<file path="src/sv/sknt_pkg.sv">
// Package for the shared-key neighbour table.
// Holds field widths, register indexes, result status codes and sequencer states.
// No dependencies.
package sknt_pkg;

   localparam int ADDR_W      = 16;
   localparam int KEY_W       = 16;
   localparam int RING_SIZE_W = 3;
   localparam int STATUS_W    = 3;
   localparam int INDEX_W     = 3;
   localparam int COUNT_W     = 4;
   localparam int KEY_POS_W   = 3;

   localparam int CSR_ADDR_W   = 5;
   localparam int CSR_DATA_W   = 32;
   localparam int CSR_INDEX_W  = 3;
   localparam int OWN_KEY_REGS = 4;

   localparam logic [CSR_INDEX_W-1:0] REG_RING_SIZE = 3'd0;
   localparam logic [CSR_INDEX_W-1:0] REG_OWN_KEY_0 = 3'd1;

   localparam logic [RING_SIZE_W-1:0] RING_SIZE_RESET = 3'd4;
   localparam logic [KEY_POS_W-1:0]   KEY_POS_MAX     = 3'd7;

   typedef enum logic [STATUS_W-1:0] {
      ST_ADDED    = 3'd0,
      ST_NO_MATCH = 3'd1,
      ST_KNOWN    = 3'd2,
      ST_FULL     = 3'd3,
      ST_IGNORED  = 3'd4
   } status_type;

   typedef enum logic [1:0] {
      S_IDLE,
      S_SCAN,
      S_RING,
      S_DONE
   } seq_state_type;

endpackage

</file>
<file path="src/sv/sknt_req_if.sv">
// Request channel: one advertised key with its sender and end-of-advertisement flag.
// Depends on sknt_pkg.
interface sknt_req_if;
   import sknt_pkg::*;

   logic              valid;
   logic              ready;
   logic [ADDR_W-1:0] sender_address;
   logic [KEY_W-1:0]  advertised_key;
   logic              last_key;

   modport source (output valid, output sender_address, output advertised_key,
                   output last_key, input ready);
   modport sink   (input valid, input sender_address, input advertised_key,
                   input last_key, output ready);
endinterface

</file>
<file path="src/sv/sknt_rsp_if.sv">
// Response channel: status, written slot and table fill after one transaction.
// Depends on sknt_pkg.
interface sknt_rsp_if;
   import sknt_pkg::*;

   logic                valid;
   logic                ready;
   logic [STATUS_W-1:0] status;
   logic [INDEX_W-1:0]  entry_index;
   logic [COUNT_W-1:0]  entry_count;

   modport source (output valid, output status, output entry_index,
                   output entry_count, input ready);
   modport sink   (input valid, input status, input entry_index,
                   input entry_count, output ready);
endinterface

</file>
<file path="src/sv/sknt_ram.sv">
// Generic single-port-write, single-port-read RAM with registered read data.
// No dependencies.
module sknt_ram #(
   parameter int WIDTH = 16,
   parameter int DEPTH = 8,
   localparam int AW = (DEPTH > 1) ? $clog2(DEPTH) : 1
) (
   input  logic             clock,
   input  logic             wr_en,
   input  logic [AW-1:0]    wr_addr,
   input  logic [WIDTH-1:0] wr_data,
   input  logic [AW-1:0]    rd_addr,
   output logic [WIDTH-1:0] rd_data
);

   logic [WIDTH-1:0] mem_ff [DEPTH];
   logic [WIDTH-1:0] rd_data_ff;

   always_ff @(posedge clock) begin
      if (wr_en) begin
         mem_ff[wr_addr] <= wr_data;
      end
      rd_data_ff <= mem_ff[rd_addr];
   end

   assign rd_data = rd_data_ff;

endmodule

</file>
<file path="src/sv/sknt_csr.sv">
// Configuration registers: ring size and the own key ring, APB-style access.
// Depends on sknt_pkg.
module sknt_csr #(
   parameter int RING_KEYS = 4
) (
   input  logic                               clock,
   input  logic                               reset,
   input  logic                               psel,
   input  logic                               penable,
   input  logic                               pwrite,
   input  logic [sknt_pkg::CSR_ADDR_W-1:0]    paddr,
   input  logic [sknt_pkg::CSR_DATA_W-1:0]    pwdata,
   output logic [sknt_pkg::CSR_DATA_W-1:0]    prdata,
   output logic                               pready,
   output logic [sknt_pkg::RING_SIZE_W-1:0]   ring_size,
   output logic [sknt_pkg::KEY_W-1:0]         own_keys [RING_KEYS]
);
   import sknt_pkg::*;

   logic [RING_SIZE_W-1:0] ring_size_ff, ring_size_in;
   logic [KEY_W-1:0]       own_key_ff [OWN_KEY_REGS];
   logic [KEY_W-1:0]       own_key_in [OWN_KEY_REGS];
   logic [CSR_INDEX_W-1:0] reg_index;
   logic                   wr_strobe;

   assign pready    = 1'b1;
   assign reg_index = paddr[CSR_ADDR_W-1:2];
   assign wr_strobe = psel & penable & pwrite;

   always_comb begin
      ring_size_in = ring_size_ff;
      for (int k = 0; k < OWN_KEY_REGS; k++) begin
         own_key_in[k] = own_key_ff[k];
      end
      if (wr_strobe) begin
         if (reg_index == REG_RING_SIZE) begin
            ring_size_in = pwdata[RING_SIZE_W-1:0];
         end
         for (int k = 0; k < OWN_KEY_REGS; k++) begin
            if (k < RING_KEYS && reg_index == CSR_INDEX_W'(REG_OWN_KEY_0 + k)) begin
               own_key_in[k] = pwdata[KEY_W-1:0];
            end
         end
      end
   end

   always_comb begin
      prdata = '0;
      if (reg_index == REG_RING_SIZE) begin
         prdata = CSR_DATA_W'(ring_size_ff);
      end
      for (int k = 0; k < OWN_KEY_REGS; k++) begin
         if (reg_index == CSR_INDEX_W'(REG_OWN_KEY_0 + k)) begin
            prdata = CSR_DATA_W'(own_key_ff[k]);
         end
      end
   end

   always_ff @(posedge clock) begin
      if (reset) begin
         ring_size_ff <= RING_SIZE_RESET;
         for (int k = 0; k < OWN_KEY_REGS; k++) begin
            own_key_ff[k] <= '0;
         end
      end else begin
         ring_size_ff <= ring_size_in;
         for (int k = 0; k < OWN_KEY_REGS; k++) begin
            own_key_ff[k] <= own_key_in[k];
         end
      end
   end

   assign ring_size = ring_size_ff;

   for (genvar r = 0; r < RING_KEYS; r++) begin : g_ring
      if (r < OWN_KEY_REGS) begin : g_reg
         assign own_keys[r] = own_key_ff[r];
      end else begin : g_zero
         assign own_keys[r] = '0;
      end
   end

endmodule

</file>
<file path="src/sv/shared_key_neighbour_table.sv">
// Shared-key neighbour table: one sequencer and one shared 16-bit equality comparator.
// Depends on sknt_pkg, sknt_req_if, sknt_rsp_if, sknt_ram and sknt_csr.
//
// Each request transaction carries one key of a neighbour's key advertisement,
// the sender's short address and a flag on the advertisement's last key. Each
// request yields exactly one response transaction: status, the slot written
// (when added) and the table fill after the request.
// Registers ring_size and own_key_0..3 sit on the APB-style port at 4*index;
// write them only while the block is idle.
// A key that is not examined (status ignored) goes from acceptance straight to
// S_DONE, which loads the response register. An examined key walks the stored
// sender addresses one per cycle through the table RAM's registered read port and
// stops at a match; if none matches and the table is not full, it walks the own
// ring keys one per cycle (up to the smaller of ring_size and RING_KEYS), then
// S_DONE loads the response. One request is in work at a time; req ready is high
// only while the sequencer is idle, so the next request waits for S_IDLE.
// A finished response waits in the output register; when the receiver stalls,
// the next request is still accepted and worked, and holds in its last step
// until the output register frees.
// Reset empties the table, clears the advertisement position and sets
// ring_size to 4 and the own keys to zero. No clearing pass is needed.
module shared_key_neighbour_table #(
   parameter int TABLE_DEPTH = 8,
   parameter int RING_KEYS   = 4
) (
   input  logic                            clock,
   input  logic                            reset,
   sknt_req_if.sink                        req_chan,
   sknt_rsp_if.source                      rsp_chan,
   input  logic                            psel,
   input  logic                            penable,
   input  logic                            pwrite,
   input  logic [sknt_pkg::CSR_ADDR_W-1:0] paddr,
   input  logic [sknt_pkg::CSR_DATA_W-1:0] pwdata,
   output logic [sknt_pkg::CSR_DATA_W-1:0] prdata,
   output logic                            pready
);
   import sknt_pkg::*;

   localparam int IW = (TABLE_DEPTH > 1) ? $clog2(TABLE_DEPTH) : 1;
   localparam int CW = $clog2(TABLE_DEPTH + 1);
   localparam int RW = (RING_KEYS > 1) ? $clog2(RING_KEYS) : 1;

   logic [RING_SIZE_W-1:0] ring_size;
   logic [KEY_W-1:0]       own_keys [RING_KEYS];
   logic [RING_SIZE_W-1:0] limit;

   seq_state_type          state_ff, state_in;
   logic [ADDR_W-1:0]      addr_ff, addr_in;
   logic [KEY_W-1:0]       key_ff, key_in;
   logic                   last_ff, last_in;
   logic [CW-1:0]          scan_ff, scan_in;
   logic                   pend_ff, pend_in;
   logic [RING_SIZE_W-1:0] ring_ff, ring_in;
   status_type             status_ff, status_in;
   logic [CW-1:0]          slot_ff, slot_in;
   logic [CW-1:0]          fill_ff, fill_in;
   logic [KEY_POS_W-1:0]   key_pos_ff, key_pos_in;
   logic                   resolved_ff, resolved_in;
   logic                   rsp_valid_ff, rsp_valid_in;
   status_type             rsp_status_ff, rsp_status_in;
   logic [INDEX_W-1:0]     rsp_index_ff, rsp_index_in;
   logic [COUNT_W-1:0]     rsp_count_ff, rsp_count_in;

   logic [ADDR_W-1:0]      table_rd_data;
   logic                   table_we;
   logic [KEY_W-1:0]       cmp_a, cmp_b;
   logic                   match;
   logic                   out_free;

   sknt_csr #(
      .RING_KEYS (RING_KEYS)
   ) u_csr (
      .clock     (clock),
      .reset     (reset),
      .psel      (psel),
      .penable   (penable),
      .pwrite    (pwrite),
      .paddr     (paddr),
      .pwdata    (pwdata),
      .prdata    (prdata),
      .pready    (pready),
      .ring_size (ring_size),
      .own_keys  (own_keys)
   );

   sknt_ram #(
      .WIDTH (ADDR_W),
      .DEPTH (TABLE_DEPTH)
   ) u_addr_ram (
      .clock   (clock),
      .wr_en   (table_we),
      .wr_addr (fill_ff[IW-1:0]),
      .wr_data (addr_ff),
      .rd_addr (scan_ff[IW-1:0]),
      .rd_data (table_rd_data)
   );

   assign limit = (ring_size > RING_SIZE_W'(RING_KEYS)) ? RING_SIZE_W'(RING_KEYS) : ring_size;

   assign cmp_a = (state_ff == S_SCAN) ? table_rd_data : own_keys[ring_ff[RW-1:0]];
   assign cmp_b = (state_ff == S_SCAN) ? addr_ff : key_ff;
   assign match = (cmp_a == cmp_b);

   assign out_free = !rsp_valid_ff || rsp_chan.ready;

   always_comb begin
      state_in      = state_ff;
      addr_in       = addr_ff;
      key_in        = key_ff;
      last_in       = last_ff;
      scan_in       = scan_ff;
      pend_in       = pend_ff;
      ring_in       = ring_ff;
      status_in     = status_ff;
      slot_in       = slot_ff;
      fill_in       = fill_ff;
      key_pos_in    = key_pos_ff;
      resolved_in   = resolved_ff;
      rsp_valid_in  = rsp_valid_ff;
      rsp_status_in = rsp_status_ff;
      rsp_index_in  = rsp_index_ff;
      rsp_count_in  = rsp_count_ff;
      table_we      = 1'b0;

      if (rsp_valid_ff && rsp_chan.ready) begin
         rsp_valid_in = 1'b0;
      end

      case (state_ff)
         S_IDLE: begin
            if (req_chan.valid) begin
               addr_in = req_chan.sender_address;
               key_in  = req_chan.advertised_key;
               last_in = req_chan.last_key;
               scan_in = '0;
               pend_in = 1'b0;
               ring_in = '0;
               slot_in = '0;
               if (!resolved_ff && key_pos_ff < KEY_POS_W'(limit)) begin
                  state_in = S_SCAN;
               end else begin
                  status_in = ST_IGNORED;
                  state_in  = S_DONE;
               end
            end
         end
         S_SCAN: begin
            if (pend_ff && match) begin
               status_in = ST_KNOWN;
               state_in  = S_DONE;
            end else if (scan_ff < fill_ff) begin
               scan_in = scan_ff + CW'(1);
               pend_in = 1'b1;
            end else begin
               pend_in = 1'b0;
               if (!pend_ff) begin
                  if (fill_ff >= CW'(TABLE_DEPTH)) begin
                     status_in = ST_FULL;
                     state_in  = S_DONE;
                  end else begin
                     state_in = S_RING;
                  end
               end
            end
         end
         S_RING: begin
            if (match) begin
               table_we  = 1'b1;
               slot_in   = fill_ff;
               fill_in   = fill_ff + CW'(1);
               status_in = ST_ADDED;
               state_in  = S_DONE;
            end else if (ring_ff + RING_SIZE_W'(1) >= limit) begin
               status_in = ST_NO_MATCH;
               state_in  = S_DONE;
            end else begin
               ring_in = ring_ff + RING_SIZE_W'(1);
            end
         end
         S_DONE: begin
            if (out_free) begin
               rsp_valid_in  = 1'b1;
               rsp_status_in = status_ff;
               rsp_index_in  = INDEX_W'(slot_ff);
               rsp_count_in  = COUNT_W'(fill_ff);
               if (last_ff) begin
                  key_pos_in  = '0;
                  resolved_in = 1'b0;
               end else begin
                  if (key_pos_ff != KEY_POS_MAX) begin
                     key_pos_in = key_pos_ff + KEY_POS_W'(1);
                  end
                  resolved_in = resolved_ff || status_ff == ST_ADDED ||
                                status_ff == ST_KNOWN || status_ff == ST_FULL;
               end
               state_in = S_IDLE;
            end
         end
         default: begin
            state_in = S_IDLE;
         end
      endcase
   end

   always_ff @(posedge clock) begin
      if (reset) begin
         state_ff     <= S_IDLE;
         pend_ff      <= 1'b0;
         fill_ff      <= '0;
         key_pos_ff   <= '0;
         resolved_ff  <= 1'b0;
         rsp_valid_ff <= 1'b0;
      end else begin
         state_ff     <= state_in;
         pend_ff      <= pend_in;
         fill_ff      <= fill_in;
         key_pos_ff   <= key_pos_in;
         resolved_ff  <= resolved_in;
         rsp_valid_ff <= rsp_valid_in;
      end
   end

   always_ff @(posedge clock) begin
      addr_ff       <= addr_in;
      key_ff        <= key_in;
      last_ff       <= last_in;
      scan_ff       <= scan_in;
      ring_ff       <= ring_in;
      status_ff     <= status_in;
      slot_ff       <= slot_in;
      rsp_status_ff <= rsp_status_in;
      rsp_index_ff  <= rsp_index_in;
      rsp_count_ff  <= rsp_count_in;
   end

   assign req_chan.ready       = (state_ff == S_IDLE);
   assign rsp_chan.valid       = rsp_valid_ff;
   assign rsp_chan.status      = rsp_status_ff;
   assign rsp_chan.entry_index = rsp_index_ff;
   assign rsp_chan.entry_count = rsp_count_ff;

endmodule
</file>
<file path="src/flat_wrapper.sv">
// flat-port wrapper written by rule: the top's interface ports become plain ports
module shared_key_neighbour_table_flat import sknt_pkg::*;
#(
   parameter int TABLE_DEPTH = 8,
   parameter int RING_KEYS   = 4
)
  (clock, reset, psel, penable, pwrite, paddr, pwdata, prdata, pready, req_chan_valid, req_chan_sender_address, req_chan_advertised_key, req_chan_last_key, req_chan_ready, rsp_chan_valid, rsp_chan_status, rsp_chan_entry_index, rsp_chan_entry_count, rsp_chan_ready);
  sknt_req_if req_chan_i ();
  sknt_rsp_if rsp_chan_i ();
  input  logic clock;
  input  logic reset;
  input  logic psel;
  input  logic penable;
  input  logic pwrite;
  input  logic [sknt_pkg::CSR_ADDR_W-1:0] paddr;
  input  logic [sknt_pkg::CSR_DATA_W-1:0] pwdata;
  output logic [sknt_pkg::CSR_DATA_W-1:0] prdata;
  output logic pready;
  input wire logic [$bits(req_chan_i.valid)-1:0] req_chan_valid;
  input wire logic [$bits(req_chan_i.sender_address)-1:0] req_chan_sender_address;
  input wire logic [$bits(req_chan_i.advertised_key)-1:0] req_chan_advertised_key;
  input wire logic [$bits(req_chan_i.last_key)-1:0] req_chan_last_key;
  output wire logic [$bits(req_chan_i.ready)-1:0] req_chan_ready;
  output wire logic [$bits(rsp_chan_i.valid)-1:0] rsp_chan_valid;
  output wire logic [$bits(rsp_chan_i.status)-1:0] rsp_chan_status;
  output wire logic [$bits(rsp_chan_i.entry_index)-1:0] rsp_chan_entry_index;
  output wire logic [$bits(rsp_chan_i.entry_count)-1:0] rsp_chan_entry_count;
  input wire logic [$bits(rsp_chan_i.ready)-1:0] rsp_chan_ready;
  assign req_chan_i.valid = req_chan_valid;
  assign req_chan_i.sender_address = req_chan_sender_address;
  assign req_chan_i.advertised_key = req_chan_advertised_key;
  assign req_chan_i.last_key = req_chan_last_key;
  assign req_chan_ready = req_chan_i.ready;
  assign rsp_chan_valid = rsp_chan_i.valid;
  assign rsp_chan_status = rsp_chan_i.status;
  assign rsp_chan_entry_index = rsp_chan_i.entry_index;
  assign rsp_chan_entry_count = rsp_chan_i.entry_count;
  assign rsp_chan_i.ready = rsp_chan_ready;
  shared_key_neighbour_table #(.TABLE_DEPTH(TABLE_DEPTH), .RING_KEYS(RING_KEYS)) u_core (.clock(clock), .reset(reset), .req_chan(req_chan_i), .rsp_chan(rsp_chan_i), .psel(psel), .penable(penable), .pwrite(pwrite), .paddr(paddr), .pwdata(pwdata), .prdata(prdata), .pready(pready));
endmodule
</file>
<file path="config.mk">
export PLATFORM = sky130hd
export DESIGN_NAME = shared_key_neighbour_table_flat
export DESIGN_NICKNAME = d
export VERILOG_FILES = /design/src/sv/sknt_pkg.sv /design/src/sv/sknt_req_if.sv /design/src/sv/sknt_rsp_if.sv /design/src/sv/sknt_ram.sv /design/src/sv/sknt_csr.sv /design/src/sv/shared_key_neighbour_table.sv /design/src/flat_wrapper.sv
export SDC_FILE = /design/constraint.sdc
export NUM_CORES = 1
export LEC_CHECK = 0
export BUFFER_PORTS_ARGS = -buffer_cell sky130_fd_sc_hd__buf_2
export CAP_MARGIN = 20
export CORE_MARGIN = 4
export CORE_UTILIZATION = 45
export DETAILED_ROUTE_END_ITERATION = 6
export GPL_ROUTABILITY_DRIVEN = 0
export RECOVER_POWER = 100
export SLEW_MARGIN = 5
export SYNTH_ARGS = -nofsm -noshare
export SYNTH_HDL_FRONTEND = slang
export SYNTH_SLANG_ARGS = --single-unit
export TNS_END_PERCENT = 5
</file>
<file path="constraint.sdc">
create_clock -name clock -period 5.3 [get_ports clock]
set_input_delay 0.265 -clock clock [delete_from_list [all_inputs] [get_ports clock]]
set_output_delay 0.265 -clock clock [all_outputs]
set_load 0.05 [all_outputs]
</file>
==> Word level (Yosys, flattened, before mapping) <==
Memories as Yosys holds them, arrays and structs flattened. A register that Yosys moved wholly into a read port is not among the register bits.
Cells that the tools add are included.
{ "word_totals": {"ff_bits": 71, "ram_bits": 192, "output_inout_bits": 45, "memories": 2} }
{ "mem_list": {"columns": ["name", "depth", "width", "read_ports", "rd_ports_with_merged_regs", "wr", "line", "rtl"], "rows": [
  ["u_core.u_addr_ram.mem_ff", 8, 16, 1, 1, 1, "sknt_ram.sv:16", "logic [WIDTH-1:0] mem_ff [DEPTH];"],
  ["u_core.u_csr.own_key_ff", 4, 16, 4, 0, 4, "sknt_csr.sv:21", "logic [KEY_W-1:0] own_key_ff [OWN_KEY_REGS];"]
]} }
{ "classes": {"addsub": 4, "magnitude_cmp": 6, "n_eq_ne": 23, "n_mux": 66, "n_bitwise": 7, "reduce_logical": 27} }
{ "op_table": {"columns": ["operator", "n"], "rows": [
  ["16-bit 2-to-1 mux", 12],
  ["32-bit 2-to-1 mux", 4],
  ["64-bit 2-to-1 mux", 1],
  ["3-bit 2-to-1 mux", 16],
  ["16-bit binary-select mux with 2-bit select", 1],
  ["16-bit == test", 1],
  ["2-bit 2-to-1 mux", 8],
  ["1-bit 2-to-1 mux", 15],
  ["3-bit by 2-bit == test with 1-bit output, second input constant", 4],
  ["4-bit 2-to-1 mux", 3],
  ["2-bit != test, second input constant", 6],
  ["3-bit != test, second input constant", 4],
  ["3-bit case mux with 2 select lines", 2],
  ["3-bit case mux with 3 select lines", 1],
  ["3-bit AND reduction", 3],
  ["4-bit by 1-bit adder with 4-bit output, second input constant", 2],
  ["2-bit case mux with 4 select lines", 1],
  ["4-bit case mux with 2 select lines", 1],
  ["2-bit AND reduction", 4],
  ["4-bit AND reduction", 2],
  ["7-bit AND reduction", 1],
  ["3-bit by 1-bit adder with 3-bit output, second input constant", 2],
  ["3-bit logical NOT", 2],
  ["2-bit nonzero test", 3],
  ["22 further kinds", 34]
]} }

==> Depth between registers and ports, before layout <==
Gate-level depths: netlist (run 1).
{ "depth": {"ltp_word": 10, "mapped_depth": 10} }

==> By module <==
Synthesis (run 1) repeated with hierarchy kept, for this count alone.
{ "hier_totals": {"cells_unflattened": 851, "hier_area_um2": 12373.1} }
{ "modules_own_cells": {"columns": ["module", "n_inst", "cells_per_inst", "area_per_inst_um2", "seq_area_each_um2"], "rows": [
  ["sknt_ram", 1, 214, 5293.8, 4164.0],
  ["shared_key_neighbour_table", 1, 311, 3733.6, 1921.8],
  ["sknt_csr", 1, 326, 3345.7, 1341.3]
]} }

==> Worst setup path before layout (run 1) <==
OpenSTA, ideal clock, no wires.
{ "synth_path": {"path_kind": "register -> register", "start": "register u_core.ring_ff[0]", "end": "memory u_core.u_addr_ram.mem_ff[0][0], enable pin", "setup_ps": 430, "t_arrival_ps": 3384, "t_required_ps": 4870, "setup_slack_ps": 1486, "stages_incl_launch_ff": 10, "period_less_slack_ps": 3814, "cell_sequence": "edfxtp_1 buf_6 buf_2 mux2i_1 xnor2_1 nor4_1 nand2_1 a21oi_1 o21ai_1 nor4_1"} }
{ "synth_via": {"elab_chain_len": 10} }
{ "synth_rtl": {"columns": ["element", "line", "rtl"], "rows": [
  ["from (decl)", "shared_key_neighbour_table.sv:54", "logic [RING_SIZE_W-1:0] ring_ff, ring_in;"],
  ["from (signal assigned)", "shared_key_neighbour_table.sv:229", "ring_ff <= ring_in;"],
  ["2-bit NOT with 3-bit output (implied by the code)", "shared_key_neighbour_table.sv:101", "assign cmp_a = (state_ff == S_SCAN) ? table_rd_data : own_keys[ring_ff[RW-1:0]];"],
  ["16-bit binary-select mux with 2-bit select", "shared_key_neighbour_table.sv:101", null],
  ["16-bit 2-to-1 mux (implied by the code) (2 in series)", "shared_key_neighbour_table.sv:101", null],
  ["16-bit 2-to-1 mux", "shared_key_neighbour_table.sv:101", null],
  ["16-bit == test", "shared_key_neighbour_table.sv:103", "assign match = (cmp_a == cmp_b);"],
  ["1-bit 2-to-1 mux", "shared_key_neighbour_table.sv:168", "if (match) begin"],
  ["1-bit 2-to-1 mux", "shared_key_neighbour_table.sv:130", "case (state_ff)"],
  ["1-bit 2-to-1 mux", "sknt_ram.sv:20", "if (wr_en) begin"],
  ["1-bit 2-to-1 mux (implied by the code)", "sknt_ram.sv:21", "mem_ff[wr_addr] <= wr_data;"],
  ["to (decl)", "sknt_ram.sv:16", null]
]} }
Every way passes these cells. The select of a mux whose other input is x is not followed.

==> Worst setup path in the final report (run 1) <==
{ "layout_path": {"start": "register u_core.ring_ff[0]", "end": "memory u_core.u_addr_ram.mem_ff[6][12], enable pin"} }
Same word-level chain as after synthesis.

==> run metrics, run 1 <==
vias in the first global route 7457; Critical Path RT 5480 ps; cts repair resizes 0; CTS tree built; hold path start penable; Rel. slew slack -0.937; # port buffers 86; Fmax achieved 234 MHz; reg2reg end u_core.u_addr_ram.mem_ff[6][12]; postcts setup bufs 0; hold endpoint u_core.u_csr.own_key_ff[3][1]; Worst setup EP type flip-flop; Crit Path Category flip-flop to flip-flop; final wirelength 26.5 mm; post-synth top area share 0.462; initial antenna violation count 1; CP bufs+invs 2; Post-Syn Area per Cell 12.9 um^2; critical path arrival 4440 ps; Worst R2R Start u_core.ring_ff[0]; CP peak stage delay 870 ps; failing checks max-capacitance violations, max-slew violations; PD cells 444 nW/um^2; Max VDD drop 0.368 mV; Worst-path clk slew 60 ps; total clock sinks 279; max cap viols 3; share of the clock period used by the worst path 0.805; Final TNS setup 0 ps; Worst R2R Setup Slack 1030 ps; synth top area cells edfxtp_1 46%, dfxtp_1 16%, mux4_2 6.2%, nand2_1 4.6%, mux2i_1 4.1%; GRT Total Usage 0.180; min cycle time layout 4270 ps; vias 7593; IO Pins 122; first-pass GRT wire length 41.6 mm; detailed-route DRC error count 0; number of fillers in the final layout 2179; setup ws final 1030 ps; hold crit path type input pin to flip-flop; Initial Util 0.458; DR pass1 iterations 5; TritonCTS Buffers 30; Register-to-Register Path Depth 9; CORE AREA 26100 um^2; cell chain of the critical path buf_12 -> mux2i_1 -> xnor2_1 -> nor4_2 -> a31oi_1 -> a21oi_1 -> o21ai_0 -> nor4_1 -> clkbuf_1; hold path depth 5; worst clock skew 17.3 ps; full die area 29200 um^2; area grow syn2layout 18.3%; Mapped Cells 925; synth unique cells 53; synth warn 0; worst slew pin tran 2910 ps; critical path peak fanout 23; Die H 171 um; most common cell after layout, fill and taps aside edfxtp_1; DRT iter0 DRCs 545; CP max stage cell edfxtp_1; Lkg Pwr 4.77 nW; hpwl dp 16.6 mm; clk_lat worst skew 550 ps; register area share after synthesis 0.622; Post-synth EDFFs 184; crit path launch u_core.ring_ff[0]; Mapped Area 11900 um^2; largest net degree at the start of global routing 73; nets@finish 1156; largest delay contributor family on the critical path simple AND/OR/NAND/NOR gates; Die Wd 171 um; via/cell ratio 5.34; H-tree levels 1; status finished with violations; RSZ-0062 raised after global routing no; Placement Setup Slack 1620 ps; Pins Over Slew Limit 103; antenna-violating nets left 0; Setup crit start kind flip-flop; row cnt 59; total congestion overflow 0; clk root buf clkbuf_16; layout cell share with drive strength beyond 1 0.161; Synth Flop Type edfxtp_1; final setup fails 0; wire per inst 18.6 um; Final Hold Fails 0; most frequent cells in the layout 184 x edfxtp_1, 146 x nand2_1, 95 x dfxtp_1; Synth Register Bits 279; Yosys top cell by area edfxtp_1; ys async rst share 0; clock tree buffer depth 3
==> per-stage QoR <==
stage	hold WS, ps	util	std cells	power, mW	area (um^2)
2_1_floorplan	364	-	940	3.92	12000
3_3_place_gp	409	0.488	1312	4.24	12700
3_5_place_dp	406	0.488	1312	4.25	12700
4_1_cts	255	0.545	1419	6.34	14200
5_1_grt	301	0.542	1421	6.58	14100
6_report	291	0.542	1421	6.27	14100
==> cell families after synthesis <==
logic type / synth area share
compound gates: 0.0739
xor+xnor: 0.0374
fa+ha+maj: 0.0189
buf+inv: 0.0353
flops: 0.622
mux: 0.120
other cells: 0.000629
simple gates: 0.0921
==> worst max-delay path by stage <==
stage | cells past startpoint | endpoint
after floorplan | 9 | u_core.u_addr_ram.mem_ff[0][0]
after global placement | 9 | u_core.u_addr_ram.mem_ff[3][3]
after detailed placement | 9 | u_core.u_addr_ram.mem_ff[3][9]
after CTS | 9 | u_core.u_addr_ram.mem_ff[6][12]
after global routing | 9 | u_core.u_addr_ram.mem_ff[5][8]
final | 9 | u_core.u_addr_ram.mem_ff[6][12]
==> worst reg2reg max path, stage by stage, from the launching register on <==
cell and delay (ps):
edfxtp_1 870, buf_12 290, mux2i_1 250, xnor2_1 100
nor4_2 430, a31oi_1 160, a21oi_1 260, o21ai_0 450
nor4_1 530, clkbuf_1 570
==> cells in the mapped netlist (4+ instances only) <==
master and instances:
xor2_1 11, ha_1 18, xnor2_1 40, mux4_2 33, buf_1 4, mux2i_1 49
a22oi_1 17, clkbuf_1 42, o22ai_1 17, edfxtp_1 184, nor2_1 25, inv_1 14
nor2b_1 9, a21oi_1 79, dfxtp_1 95, a31oi_1 5, nand2_1 146, nand2b_1 7
buf_4 18, nand4_1 4, and2_1 6, nand3_1 10, a21o_1 5, nor3_1 6
mux2_2 18, nor4_1 12, o21ai_0 4, nor4b_1 4
==> registers in the layout, indices dropped and copies added (netlist names), 4 cells and up <==
register,flops
u_core.u_addr_ram.rd_data,16
u_core.u_csr.own_key_ff,64
u_core.u_addr_ram.mem_ff,128
u_core.scan_ff,4
u_core.key_ff,16
u_core.fill_ff,4
u_core.rsp_chan.entry_count,4
u_core.addr_ff,16
==> power by group <==
part           internal, mW  switching (mW)
combinational         0.651           0.723
sequential             2.63           0.225
clock                  1.20           0.840
==> metal layers <==
layer	track usage	part of all wire
met1	0.247	0.45
met2	0.304	0.48
met3	0.0282	0.044
met4	0.0444	0.021
met5	0	0
==> what timing repair did <==
action	CTS	global route
hold buffers	51	0
setup endpoints to repair	0	0
endpoints found under the hold margin	100	0
==> layout make-up <==
cell class	instances	area, um^2	share of cell area
clock buffers	38	822	0.0582
multi-input cells	576	4200	0.297
inverters	16	60.1	0.00425
flip-flops and latches	279	7430	0.526
diodes	1	2.50	0.000177
clock inverters	18	164	0.0116
well taps	335	419	0.0297
repair buffers	158	1040	0.0736
Power figures use the tool's default switching activity.
==> run 2, diff against run 1 <==
--- a/config.mk
+++ b/config.mk
@@ -11,6 +11,7 @@
 export CORE_UTILIZATION = 45
 export DETAILED_ROUTE_END_ITERATION = 6
 export GPL_ROUTABILITY_DRIVEN = 0
+export PLACE_DENSITY = 0.66
 export RECOVER_POWER = 100
 export SLEW_MARGIN = 5
 export SYNTH_ARGS = -nofsm -noshare
==> constraint.sdc (replaced) <==
create_clock -name clock -period 3.9 [get_ports clock]
set_input_delay 0.195 -clock clock [delete_from_list [all_inputs] [get_ports clock]]
set_output_delay 0.195 -clock clock [all_outputs]
set_load 0.05 [all_outputs]
==> run 2 against run 1 <==
The run still ends with max-capacitance violations, max-slew violations left. Critical path depth fell by 3. Flip-flop and latch count stayed put. Clock power up 37%. Non-clock buffer count decreased by 2. Critical path type is now input pin to primary output. Clock skew is 1.2 ps higher. Sequential share of layout area rose by 0.12 points. Clock-buffer cell count up 2. First-iteration DRC count up 12%.
==> run metrics, run 2 (same netlist as run 1, synthesis figures left out) <==
min cycle time layout 3490 ps; total clock sinks 279 (unchanged); Worst R2R Start u_core.ring_ff[0] (unchanged); Int Pwr 6.12 mW (was 4.48 mW); combinational power share 0.226 (was 0.219); Net Switching 2.41 mW (was 1.79 mW); Die H 171 um (unchanged); Final TNS setup 0 ps (unchanged); Largest regs u_core.u_addr_ram.mem_ff (128), u_core.u_csr.own_key_ff (64) (unchanged); Lkg Pwr 4.77 nW (about the same); worst clock skew 18.5 ps (was 17.3 ps); largest net degree at the start of global routing 79 (was 73); max cap viols 2 (was 3); CTS tree built (unchanged); clk_lat worst skew 550 ps (about the same); row cnt 59 (unchanged); wire per inst 19.1 um (was 18.6 um); initial antenna violation count 0 (was 1); cell area after layout 14100 um^2 (about the same); status finished with violations (unchanged); setup ws final 414 ps (was 1030 ps); share of the clock period used by the worst path 0.894; clk root buf clkbuf_16 (unchanged); PD cells 605 nW/um^2 (was 444 nW/um^2); Hold Buf Count CTS 50 (was 51); vias in the first global route 7611 (was 7457); DRT iter0 DRCs 612 (was 545); Die Wd 171 um (unchanged); nets@finish 1153 (was 1156); cts repair resizes 0 (unchanged); Worst setup EP type primary output (was flip-flop); placed inst area 12700 um^2 (about the same); postcts setup bufs 0 (unchanged); Seq pwr share 0.447 (was 0.456); critical path peak fanout 31 (was 23); Pins Over Slew Limit 67 (was 103); Sw Ratio 0.283 (was 0.285); GRT Total Usage 0.186 (was 0.180); clock tree buffer depth 3 (unchanged); Crit Path Category input pin to primary output (was flip-flop to flip-flop); crit path launch paddr[2] (was u_core.ring_ff[0]); antenna-violating nets left 0 (unchanged); Top reg by flops u_core.u_addr_ram.mem_ff (unchanged); via/cell ratio 5.37 (was 5.34); most frequent cells in the layout 184 x edfxtp_1, 146 x nand2_1, 95 x dfxtp_1 (unchanged); full die area 29200 um^2 (unchanged); hold path start reset (was penable); Max VDD drop 0.337 mV (was 0.368 mV); Clock power frac 0.327 (was 0.325); Worst-path clk slew 60 ps (about the same); total congestion overflow 0 (unchanged); # port buffers 86 (unchanged); Ant. Diodes 0 (was 1); first-pass GRT wire length 42.8 mm (was 41.6 mm); hpwl dp 16.0 mm (was 16.6 mm); max reg flops 128 (unchanged); area grow syn2layout 18.0% (was 18.3%); vias 7602 (was 7593); most common cell after layout, fill and taps aside edfxtp_1 (unchanged); layout cell share with drive strength beyond 1 0.162 (was 0.161); CORE AREA 26100 um^2 (unchanged); Fmax achieved 287 MHz; DR pass1 iterations 4 (was 5); final wirelength 27.0 mm (was 26.5 mm); Setup crit start kind input pin (was flip-flop); IO Pins 122 (unchanged); hold crit path type input pin to flip-flop (unchanged); detailed-route DRC error count 0 (unchanged); final setup fails 0 (unchanged); RSZ-0062 raised after global routing no (unchanged); TritonCTS Buffers 29 (was 30); failing checks max-capacitance violations, max-slew violations (unchanged); Final Hold Fails 0 (unchanged); Placement Setup Slack 661 ps (was 1620 ps); worst slew pin tran 2040 ps (was 2910 ps); Initial Util 0.458 (unchanged); Rel. slew slack -0.361 (was -0.937); Critical Path RT 3700 ps (was 5480 ps); critical path arrival 3290 ps (was 4440 ps); H-tree levels 1 (unchanged)
[run 2: final cells by class]
type | count | area [um^2]
clock buffers | 40 | 820
clock inverters | 14 | 153
fillers | 2167 | 12000
inverters | 16 | 60.1
multi-input cells | 576 | 4200
flip-flops and latches | 279 | 7430
well taps | 335 | 419
repair buffers | 156 | 1020
[run 2: worst paths after layout]
kind / slack (ps) / cells after the start / to
worst max register to register: 480 / 9 / u_core.u_addr_ram.mem_ff[4][9]
worst max-delay path: 410 / 6 / prdata[9]
worst min-delay path: 80 / 3 / u_core.u_csr.ring_size[2]
worst min register to register: 420 / 0 / u_core.rsp_chan.entry_index[2]
[run 2: layer usage]
metal  vias to the layer above  routed length (um)  track usage
met5                         -                   0            0
met4                         0                 470       0.0448
met3                        35                1300       0.0282
met2                       191               13100        0.313
met1                      3739               12200        0.257
li1                       3637                   -            -
[run 2: worst max-delay path, stage by stage]
cell	delay, ps
clkbuf_1	1340
nor2b_1	600
buf_4	280
a22oi_1	80
o22ai_1	270
clkbuf_1	510
[run 2: through the flow]
step | hold WS [ps] | instances | total power [mW] | util
finish | 82.9 | 1416 | 8.53 | 0.541
global route | 92.9 | 1416 | 8.94 | 0.541
CTS | 70.8 | 1416 | 8.60 | 0.544
detailed placement | 373 | 1312 | 5.78 | 0.488
global placement | 371 | 1312 | 5.74 | 0.488
floorplan | 294 | 940 | 5.33 | -
[run 2: power groups by stage]
stage | clock network (mW) | registers, mW | logic (mW)
global placement | 0 | 3.86 | 1.88
global route | 2.97 | 3.85 | 2.12
finish | 2.79 | 3.81 | 1.93
CTS | 2.83 | 3.81 | 1.96
detailed placement | 0 | 3.87 | 1.91
floorplan | 0 | 3.82 | 1.51
